### config.mk
export PLATFORM = sky130hd
export DESIGN_NAME = thd_divmod
export DESIGN_NICKNAME = d
export VERILOG_FILES = /design/src/sv/thd_pkg.sv /design/src/sv/thd_divmod.sv
export SDC_FILE = /design/constraint.sdc
export NUM_CORES = 1
export LEC_CHECK = 0
export BUFFER_PORTS_ARGS = -buffer_cell sky130_fd_sc_hd__buf_4
export CAP_MARGIN = 40
export CORE_UTILIZATION = 40
export CTS_CLUSTER_DIAMETER = 150
export DETAILED_ROUTE_END_ITERATION = 8
export GPL_TIMING_DRIVEN = 0
export HOLD_SLACK_MARGIN = 0.02
export PLACE_DENSITY = 0.66
export RECOVER_POWER = 50
export SETUP_SLACK_MARGIN = 0.1
export SYNTH_ARGS = -nofsm -noshare
export SYNTH_HDL_FRONTEND = slang
export SYNTH_SLANG_ARGS = --single-unit
### constraint.sdc
create_clock -name clk -period 5.51 [get_ports clk]
set_input_delay 1.102 -clock clk [delete_from_list [all_inputs] [get_ports clk]]
set_output_delay 1.102 -clock clk [all_outputs]
set_load 0.05 [all_outputs]
### src/sv/thd_pkg.sv
`timescale 1ns / 1ps

package thd_pkg;

    // Largest node count honored; larger writes are clamped to it.
    localparam int MAX_NODES   = 256;

    localparam int NODE_W      = 8;
    localparam int COUNT_W     = 9;
    localparam int TOPO_W      = 3;
    localparam int HOP_W       = 8;
    localparam int SIDE_W      = 5;
    localparam int REM_W       = 4;
    localparam int LEVEL_W     = 4;
    localparam int RECIP_W     = 9;
    localparam int RECIP_SHIFT = 8;
    localparam int PROD_W      = NODE_W + RECIP_W;
    // ceil(sqrt(MAX_NODES))
    localparam int SIDE_MAX    = 16;

    typedef logic [TOPO_W-1:0] topo_t;

    localparam topo_t TOPO_RING     = 3'd0;
    localparam topo_t TOPO_BIRING   = 3'd1;
    localparam topo_t TOPO_MESH     = 3'd2;
    localparam topo_t TOPO_TORUS    = 3'd3;
    localparam topo_t TOPO_TREE     = 3'd4;
    localparam topo_t TOPO_CROSSBAR = 3'd5;

    typedef enum logic [0:0] {
        CFG_TOPOLOGY   = 1'b0,
        CFG_NODE_COUNT = 1'b1
    } cfg_index_t;

    typedef struct packed {
        logic [NODE_W-1:0] source_node;
        logic [NODE_W-1:0] dest_node;
    } req_t;

    typedef struct packed {
        logic [HOP_W-1:0] hop_count;
        logic             index_error;
    } rsp_t;

    typedef struct packed {
        cfg_index_t         reg_index;
        logic [COUNT_W-1:0] wdata;
    } cfg_t;

    // Load enables of the three divider stages.
    typedef struct packed {
        logic s1;
        logic s2;
        logic s3;
    } stage_en_t;

    // floor(256 / side); quotient estimate is then low by at most one.
    function automatic logic [RECIP_W-1:0] recip_of(input logic [SIDE_W-1:0] side);
        logic [RECIP_W-1:0] r;
        case (side)
            5'd1:    r = 9'd256;
            5'd2:    r = 9'd128;
            5'd3:    r = 9'd85;
            5'd4:    r = 9'd64;
            5'd5:    r = 9'd51;
            5'd6:    r = 9'd42;
            5'd7:    r = 9'd36;
            5'd8:    r = 9'd32;
            5'd9:    r = 9'd28;
            5'd10:   r = 9'd25;
            5'd11:   r = 9'd23;
            5'd12:   r = 9'd21;
            5'd13:   r = 9'd19;
            5'd14:   r = 9'd18;
            5'd15:   r = 9'd17;
            5'd16:   r = 9'd16;
            default: r = 9'd0;
        endcase
        return r;
    endfunction

    // Smallest side with side*side >= n.
    function automatic logic [SIDE_W-1:0] grid_side(input logic [COUNT_W-1:0] n);
        logic [SIDE_W-1:0] side;
        side = SIDE_W'(1);
        for (int i = 1; i < SIDE_MAX; i++) begin
            if (int'(n) > i * i) begin
                side = side + 1'b1;
            end
        end
        return side;
    endfunction

    // ceil(log2 n) as the bit length of n - 1.
    function automatic logic [LEVEL_W-1:0] tree_height(input logic [COUNT_W-1:0] n);
        logic [COUNT_W-1:0] m;
        logic [LEVEL_W-1:0] h;
        m = n - 1'b1;
        h = '0;
        for (int i = 0; i < COUNT_W; i++) begin
            if (m[i]) begin
                h = LEVEL_W'(i + 1);
            end
        end
        return h;
    endfunction

    // Bit length of the xor of two indices: the first level they share.
    function automatic logic [LEVEL_W-1:0] level_of(input logic [NODE_W-1:0] x);
        logic [LEVEL_W-1:0] l;
        l = '0;
        for (int i = 0; i < NODE_W; i++) begin
            if (x[i]) begin
                l = LEVEL_W'(i + 1);
            end
        end
        return l;
    endfunction

endpackage

### src/sv/thd_divmod.sv
`timescale 1ns / 1ps

// Three-stage split of a node index into row and column of the grid.
module thd_divmod (
    input  logic                          clk,
    input  thd_pkg::stage_en_t            adv,
    input  logic [thd_pkg::NODE_W-1:0]    value,
    input  logic [thd_pkg::SIDE_W-1:0]    side,
    input  logic [thd_pkg::RECIP_W-1:0]   recip,
    output logic [thd_pkg::NODE_W-1:0]    quo,
    output logic [thd_pkg::REM_W-1:0]     rem
);

    localparam int QMUL_W = thd_pkg::NODE_W + thd_pkg::SIDE_W;

    logic [thd_pkg::NODE_W-1:0] value1_reg;
    logic [thd_pkg::PROD_W-1:0] prod1_reg;
    logic [thd_pkg::PROD_W-1:0] prod1_next;

    logic [thd_pkg::NODE_W-1:0] q0_reg;
    logic [thd_pkg::NODE_W-1:0] q0_next;
    logic [thd_pkg::SIDE_W-1:0] rem0_reg;
    logic [thd_pkg::SIDE_W-1:0] rem0_next;
    logic [QMUL_W-1:0]          qmul;
    logic [thd_pkg::NODE_W-1:0] rem0_full;

    logic [thd_pkg::NODE_W-1:0] quo_reg;
    logic [thd_pkg::NODE_W-1:0] quo_next;
    logic [thd_pkg::REM_W-1:0]  rem_reg;
    logic [thd_pkg::REM_W-1:0]  rem_next;
    logic [thd_pkg::SIDE_W-1:0] rem_fix;
    logic                       fix;

    assign prod1_next = thd_pkg::PROD_W'(value) * thd_pkg::PROD_W'(recip);

    // estimate q0 in {q-1, q}; remainder below 2*side
    always_comb
    begin
        q0_next   = prod1_reg[thd_pkg::RECIP_SHIFT +: thd_pkg::NODE_W];
        qmul      = QMUL_W'(q0_next) * QMUL_W'(side);
        rem0_full = value1_reg - qmul[thd_pkg::NODE_W-1:0];
        rem0_next = rem0_full[thd_pkg::SIDE_W-1:0];
    end

    always_comb
    begin
        fix      = (rem0_reg >= side);
        rem_fix  = fix ? (rem0_reg - side) : rem0_reg;
        quo_next = fix ? (q0_reg + 1'b1) : q0_reg;
        rem_next = rem_fix[thd_pkg::REM_W-1:0];
    end

    always_ff @(posedge clk)
    begin
        if (adv.s1)
        begin
            value1_reg <= value;
            prod1_reg  <= prod1_next;
        end
        if (adv.s2)
        begin
            q0_reg   <= q0_next;
            rem0_reg <= rem0_next;
        end
        if (adv.s3)
        begin
            quo_reg <= quo_next;
            rem_reg <= rem_next;
        end
    end

    assign quo = quo_reg;
    assign rem = rem_reg;

endmodule

==> impl_metrics.csv, run 1 <==
group,metric,value,unit
min_path,min_delay_path_depth,0,
synth,synth_area,0.00414,mm^2
clock_tree,htreeDepth,2,
routing,wl_per_cell,12.9,um
routing,drt-met1-wl,3280,um
routing,top_layer,"met4",
place,post_dp_cell_area,0.00458,mm^2
worst_setup_path,worstPathCellList,"buf_4 -> and2_1 -> fa_1 -> fa_1 -> fa_1 -> inv_1 -> fa_1 -> inv_1 -> ha_1 -> and3_1 -> a221o_1 -> buf_6 -> a2111oi_4 -> and4b_1",
synth,synth_cells,396,
cells_and_area,final_area,0.00470,mm^2
synth,ys_ff_latch,38,
cells_and_area,multiInputGateArea,0.00272,mm^2
timing,tightest_slew,0.680,ns
min_path,hp-class,"reg2reg",
cells_and_area,drive_gt1_share,10.2,%
clock_tree,clock_latency,0.28,ns
synth,synth_edf_count,38,
global_routing,grt_start_max_net_pins,14,
routing,vias,2823,
place,hpwlAfterDp,6200,um
timing,hold_violations,0,
die,ios,38,
routing,wl_met3,238,um
cells_and_area,fin_nets,557,
worst_setup_path,rr_worst_depth,10,
clock_tree,clkTransAtPathRegs,0.08,ns
place,io_buffers,37,
synth,synthesis.nets,513,
global_routing,grt_overflow,0,
timing,rsz0062_at_grt,"no",
synth,synth_ff_type,"edfxtp_1",
clock_tree,post_cts_resized,0,
worst_setup_path,cp-end-kind,"register",
cells_and_area,nFillCells,945,
worst_setup_path,cp.depth,14,
timing,slew_violations,0,
die,core,0.00991,mm^2
power_and_ir_drop,p_leak,2.17,nW
synth,yosys_warnings,0,
clock_tree,postCtsSetupBuffers,0,
power_and_ir_drop,ir_drop,0.281,mV
routing,drtPass1Iterations,4,
run_status,status,"finished, final reports clean",
routing,drc,0,
routing,drt-vias-per-instance,4.92,
worst_setup_path,start_kind,"input pin",
job,drv_cap,0,
timing,tns,0,ns
cells_and_area,fin_util,47.5,%
clock_tree,clock_path_buffers,2,
timing,fmax,195,MHz
worst_setup_path,cpMostUsedCell,"fa_1",
worst_setup_path,crit_required,5.55,ns
worst_setup_path,path_buf_inv,4,
timing,setup_viol,0,
cells_and_area,antenna_cells,0,
synth,yosys.area.top_type_share,27.6,%
synth,synth.distinct_cells,38,
synth,syn_area_per_cell,10.5,um^2
clock_tree,cts_buffers,5,
worst_setup_path,critical_path_class,"in2reg",
timing,clock_skew,0.00588,ns
power_and_ir_drop,p_per_area,473,mW/mm^2
die,die_w,104,um
global_routing,antenna_found_initial,0,
clock_tree,cts_tree,"yes",
routing,drt-total-wl,7400,um
routing,ant_nets,0,
worst_setup_path,arrival,5.17,ns
synth,synth.largest_area_cell,"edfxtp_1",
worst_setup_path,slowest_delay,0.54,ns
synth,seq_area_frac_synth,27.6,%
timing,maxSlewHeadroom,54.7,%
die,die_h,104,um
cells_and_area,synthToLayoutAreaGrowth,13.6,%
synth,netlist_top_cells_count,"67 x inv_1, 59 x and2_1, 47 x ha_1, 44 x fa_1, 38 x edfxtp_1",
clock_tree,cts.sinks,38,
worst_setup_path,cpMaxStageDelayCell,"fa_1",
die,initial_utilization,41.8,%
clock_tree,cts-root-buf,"clkbuf_8",
routing,wl_met2,3830,um
synth,synthTopCellsByArea,"edfxtp_1 28%, fa_1 21%, ha_1 14%",
synth,async_reset_ff_share,0,%
clock_tree,cts_hold_buf,0,
worst_setup_path,worst-path-max-fanout,9,
power_and_ir_drop,power.total,2.23,mW
synth,synth_most_common_cell,"inv_1",
routing,drt_iter0_markers,91,
place,pre_cts_ws,0.0389,ns
global_routing,grt_first_pass_wirelength,13400,um
global_routing,grt_pass1_vias,3037,
global_routing,grt_usage,15.1,%
cells_and_area,ff_latch_area,0.00114,mm^2
timing,post-route-period-util,93.1,%
timing,fin_ws,0.379,ns
worst_setup_path,crit_family,"adder cells",
place,place_congestion,0.797,
die,row_count,36,
timing,period_minus_slack,5.13,ns
die,die_area,0.0108,mm^2
## worst register-to-register path: stages (launching register included)
cell and delay (ns):
edfxtp_1 0.40, nand2_1 0.09, fa_1 0.51, inv_1 0.04, ha_1 0.27, ha_1 0.29
inv_1 0.05, ha_1 0.33, a21oi_1 0.13, o21ai_0 0.14, xnor2_1 0.16
## per-layer routing
| metal | global-route usage (%) | up-vias |
|---|---|---|
| met2 | 29.1 | 55 |
| met1 | 17.6 | 1376 |
| met5 | 0 | - |
| met3 | 2.27 | 6 |
| met4 | 2.96 | 0 |
| li1 | - | 1386 |
## final timing paths
kind                                               from                 endpoint  slack (ns)
worst max-delay path                           recip[1]  prod1_reg[14]$_DFFE_PP_        0.38
worst min-delay path            prod1_reg[13]$_DFFE_PP_      q0_reg[5]$_DFFE_PP_        0.43
worst max register to register  prod1_reg[10]$_DFFE_PP_    rem0_reg[4]$_DFFE_PP_        2.87
worst min register to register  prod1_reg[13]$_DFFE_PP_      q0_reg[5]$_DFFE_PP_        0.43
## cells in the final DEF, fill, tap and decap left out, types with 4 or more instances in the layout
cell      instances
nor2_1            6
a21o_1            5
and2_1           59
edfxtp_1         38
a21oi_1          14
ha_1             47
o21ai_0           4
xor2_1            7
and3_1            4
nand2_1          32
clkbuf_8          5
fa_1             44
nand4_1           5
inv_1            67
xnor2_1          27
o21ai_1           5
clkbuf_1          7
buf_4            32
## kinds of logic (layout without fill, tap and decap cells)
logic type | count (synthesis) | in the layout | share of synthesized area [%]
adder cells (fa/ha/maj) | 91 | 91 | 35.5
buffers and inverters | 72 | 117 | 6.74
AND/OR/NAND/NOR | 117 | 117 | 15.4
multiplexers | 2 | 2 | 0.544
AO/OA/AOI/OAI | 42 | 42 | 7.04
XOR/XNOR | 34 | 34 | 7.19
flip-flops | 38 | 38 | 27.6
## power by group
group / switching, mW / internal (mW)
clock: 0.0991 / 0.181
combinational: 0.779 / 0.603
sequential: 0.0557 / 0.507
total: 0.934 / 1.29
## metrics by stage
step / hold WS [ns] / cells
final: 0.425 / 574
after global routing: 0.434 / 574
after global placement: 0.407 / 566
after detailed placement: 0.410 / 566
after floorplan: 0.400 / 396
after CTS: 0.429 / 574
## final cells by class
class                   instances  area share, %
plain buffers                   4          0.505
clock buffers                   5           1.46
clock inverters                 3           1.46
inverters                      68           5.43
multi-input cells             286           57.8
flip-flops and latches         38           24.3
well taps                     133           3.54
repair buffers                 37           5.51
No activity file was read; power rests on OpenSTA's default activity.
==> run 2: changes to the inputs <==
--- a/config.mk
+++ b/config.mk
@@ -9,3 +9,3 @@
 export CAP_MARGIN = 40
-export CORE_UTILIZATION = 40
+export CORE_UTILIZATION = 61
 export CTS_CLUSTER_DIAMETER = 150
@@ -14,3 +14,3 @@
 export HOLD_SLACK_MARGIN = 0.02
-export PLACE_DENSITY = 0.66
+export PLACE_DENSITY = 0.91
 export RECOVER_POWER = 50
==> constraint.sdc (replaced) <==
create_clock -name clk -period 5.51 [get_ports clk]
set_input_delay 0.2755 -clock clk [delete_from_list [all_inputs] [get_ports clk]]
set_output_delay 0.2755 -clock clk [all_outputs]
set_load 0.05 [all_outputs]
==> run 2 against run 1 <==
Against the previous run: utilization up 24 points; maximum frequency is 15% higher; critical endpoint unchanged; worst setup slack improved by 0.66 ns; highest routed layer unchanged; register-to-register slack got worse by 0.04 ns; final cell count down 9.9%; via count up 2.9%; the run now ends with design-rule violations left; sequential share of layout area grew 0.62 points.
==> impl_metrics.csv, run 2 (synthesis results as in run 1) <==
group,metric,value,unit
timing,fmax,224,MHz
cells_and_area,stdcell_count,517,
die,die_w,84.4,um
timing,rsz0062_at_grt,"no",
routing,vias,2906,
timing,period_minus_slack,4.47,ns
global_routing,grt_overflow,0,
clock_tree,postCtsSetupBuffers,0,
worst_setup_path,startpoint,"value[3]",
die,ios,38,
worst_setup_path,path_buf_inv,4,
clock_tree,cts_buffers,5,
power_and_ir_drop,p_seq_share,25.9,%
cells_and_area,synthToLayoutAreaGrowth,10.8,%
timing,hold_ws,0.412,ns
worst_setup_path,cpMostUsedCell,"fa_1",
power_and_ir_drop,switchingPower,0.947,mW
clock_tree,cts_tree,"yes",
routing,drt_iter0_markers,93,
routing,wl_met3,323,um
worst_setup_path,critical_path_class,"in2reg",
die,die_h,84.4,um
routing,drtPass1Iterations,6,
cells_and_area,drive_gt1_share,9.09,%
worst_setup_path,r2r_start,"prod1_reg[8]$_DFFE_PP_",
run_status,status,"finished with violations",
job,drv_cap,0,
cells_and_area,multiInputGateArea,0.00272,mm^2
worst_setup_path,arrival,4.51,ns
place,place_congestion,0.835,
timing,tns,0,ns
min_path,hp-class,"in2reg",
clock_tree,cts_hold_buf,0,
clock_tree,clock_latency,0.29,ns
place,dp.cells,510,
die,die_area,0.00712,mm^2
global_routing,grt_first_pass_wirelength,13400,um
power_and_ir_drop,power_frac_clock,10.2,%
cells_and_area,fin_nets,557,
timing,hold_violations,0,
timing,tightest_slew,0.719,ns
routing,drt-met1-wl,3010,um
die,core,0.00646,mm^2
timing,slew_violations,0,
place,post_dp_cell_area,0.00451,mm^2
worst_setup_path,slowest_delay,0.54,ns
routing,drt-total-wl,7620,um
place,io_buffers,37,
timing,post-route-period-util,81.2,%
routing,drc,10,
routing,top_layer,"met4",
place,hpwlAfterDp,6310,um
worst_setup_path,crit_family,"adder cells",
worst_setup_path,cp-end-kind,"register",
die,row_count,29,
power_and_ir_drop,p_per_area,477,mW/mm^2
cells_and_area,final_cell_mix,"67 x inv_1, 59 x and2_1, 47 x ha_1",
die,initial_utilization,64.1,%
cells_and_area,final_area,0.00459,mm^2
global_routing,antenna_found_initial,0,
clock_tree,clkTransAtPathRegs,0.07,ns
min_path,min_from,"value[0]",
power_and_ir_drop,p_int,1.24,mW
timing,clock_skew,0.00581,ns
clock_tree,post_cts_resized,0,
routing,ant_nets,0,
clock_tree,htreeDepth,2,
global_routing,grt_start_max_net_pins,14,
global_routing,grt_usage,23.7,%
worst_setup_path,worst-path-max-fanout,10,
cells_and_area,nFillCells,491,
run_status,failed_checks,"design-rule violations",
power_and_ir_drop,p_leak,2.15,nW
clock_tree,cts.sinks,38,
routing,wl_per_cell,14.7,um
cells_and_area,mostFrequentLayoutCell,"inv_1",
cells_and_area,ff_latch_area,0.00114,mm^2
worst_setup_path,start_kind,"input pin",
worst_setup_path,crit_required,5.55,ns
global_routing,grt_pass1_vias,3192,
cells_and_area,antenna_cells,0,
routing,wl_met2,4120,um
power_and_ir_drop,netSwitchingFraction,43.2,%
timing,maxSlewHeadroom,52.0,%
worst_setup_path,worstPathCellList,"clkbuf_1 -> and2_1 -> fa_1 -> fa_1 -> fa_1 -> inv_1 -> fa_1 -> inv_1 -> ha_1 -> and3_1 -> a221o_1 -> buf_6 -> a2111oi_4 -> and4b_1",
routing,drt-vias-per-instance,5.62,
worst_setup_path,cpMaxStageDelayCell,"fa_1",
clock_tree,clock_path_buffers,2,
clock_tree,cts-root-buf,"clkbuf_8",
power_and_ir_drop,power.total,2.19,mW
power_and_ir_drop,ir_drop,0.171,mV
timing,setup_viol,0,
power_and_ir_drop,pwr-share-comb,63.9,%
==> run 2: layout make-up <==
| type | instances | area share (%) |
|---|---|---|
| sequential | 38 | 24.9 |
| clock buffer | 5 | 1.50 |
| tap | 77 | 2.10 |
| clock inverter | 2 | 0.736 |
| buffer | 4 | 0.518 |
| multi-input combinational | 286 | 59.3 |
| timing repair buffer | 37 | 5.40 |
| inverter | 68 | 5.56 |
==> run 2: final timing paths <==
kind	to	slack (ns)	cells after the start
worst min register to register	q0_reg[6]$_DFFE_PP_	0.43	0
worst max-delay path	prod1_reg[14]$_DFFE_PP_	1.04	14
worst max register to register	rem0_reg[4]$_DFFE_PP_	2.83	9
worst min-delay path	value1_reg[0]$_DFFE_PP_	0.41	1
==> run 2: power by group through the flow <==
stage	clock network [mW]	registers, mW	logic, mW
after floorplan	0	0.669	0.986
after global placement	0	0.565	1.31
after detailed placement	0	0.573	1.40
after CTS	0.229	0.568	1.41
after global routing	0.236	0.579	1.58
final	0.223	0.567	1.40
==> run 2: layer usage <==
metal	vias to the layer above	global-route usage, %
met2	90	46.6
met1	1417	25.0
li1	1380	-
met3	19	3.74
met5	-	0
met4	0	10.0
==> run 2: worst reg2reg max path, delay by kind of cell (launching register included) <==
kind	cells	cell delay [ns]
xor gates and xnor gates	2	0.29
and+or+nand+nor	1	0.12
AOI/OAI and AO/OA	2	0.37
buffers and inverters	1	0.06
adders and majority gates	3	1.13
DFF	1	0.46
==> run 2: through the flow <==
stage	utilization (%)	worst slack [ns]
global route	71.0	0.862
global placement	69.9	0.942
finish	71.0	1.04
detailed placement	69.9	0.862
floorplan	-	1.22
CTS	71.5	1.18
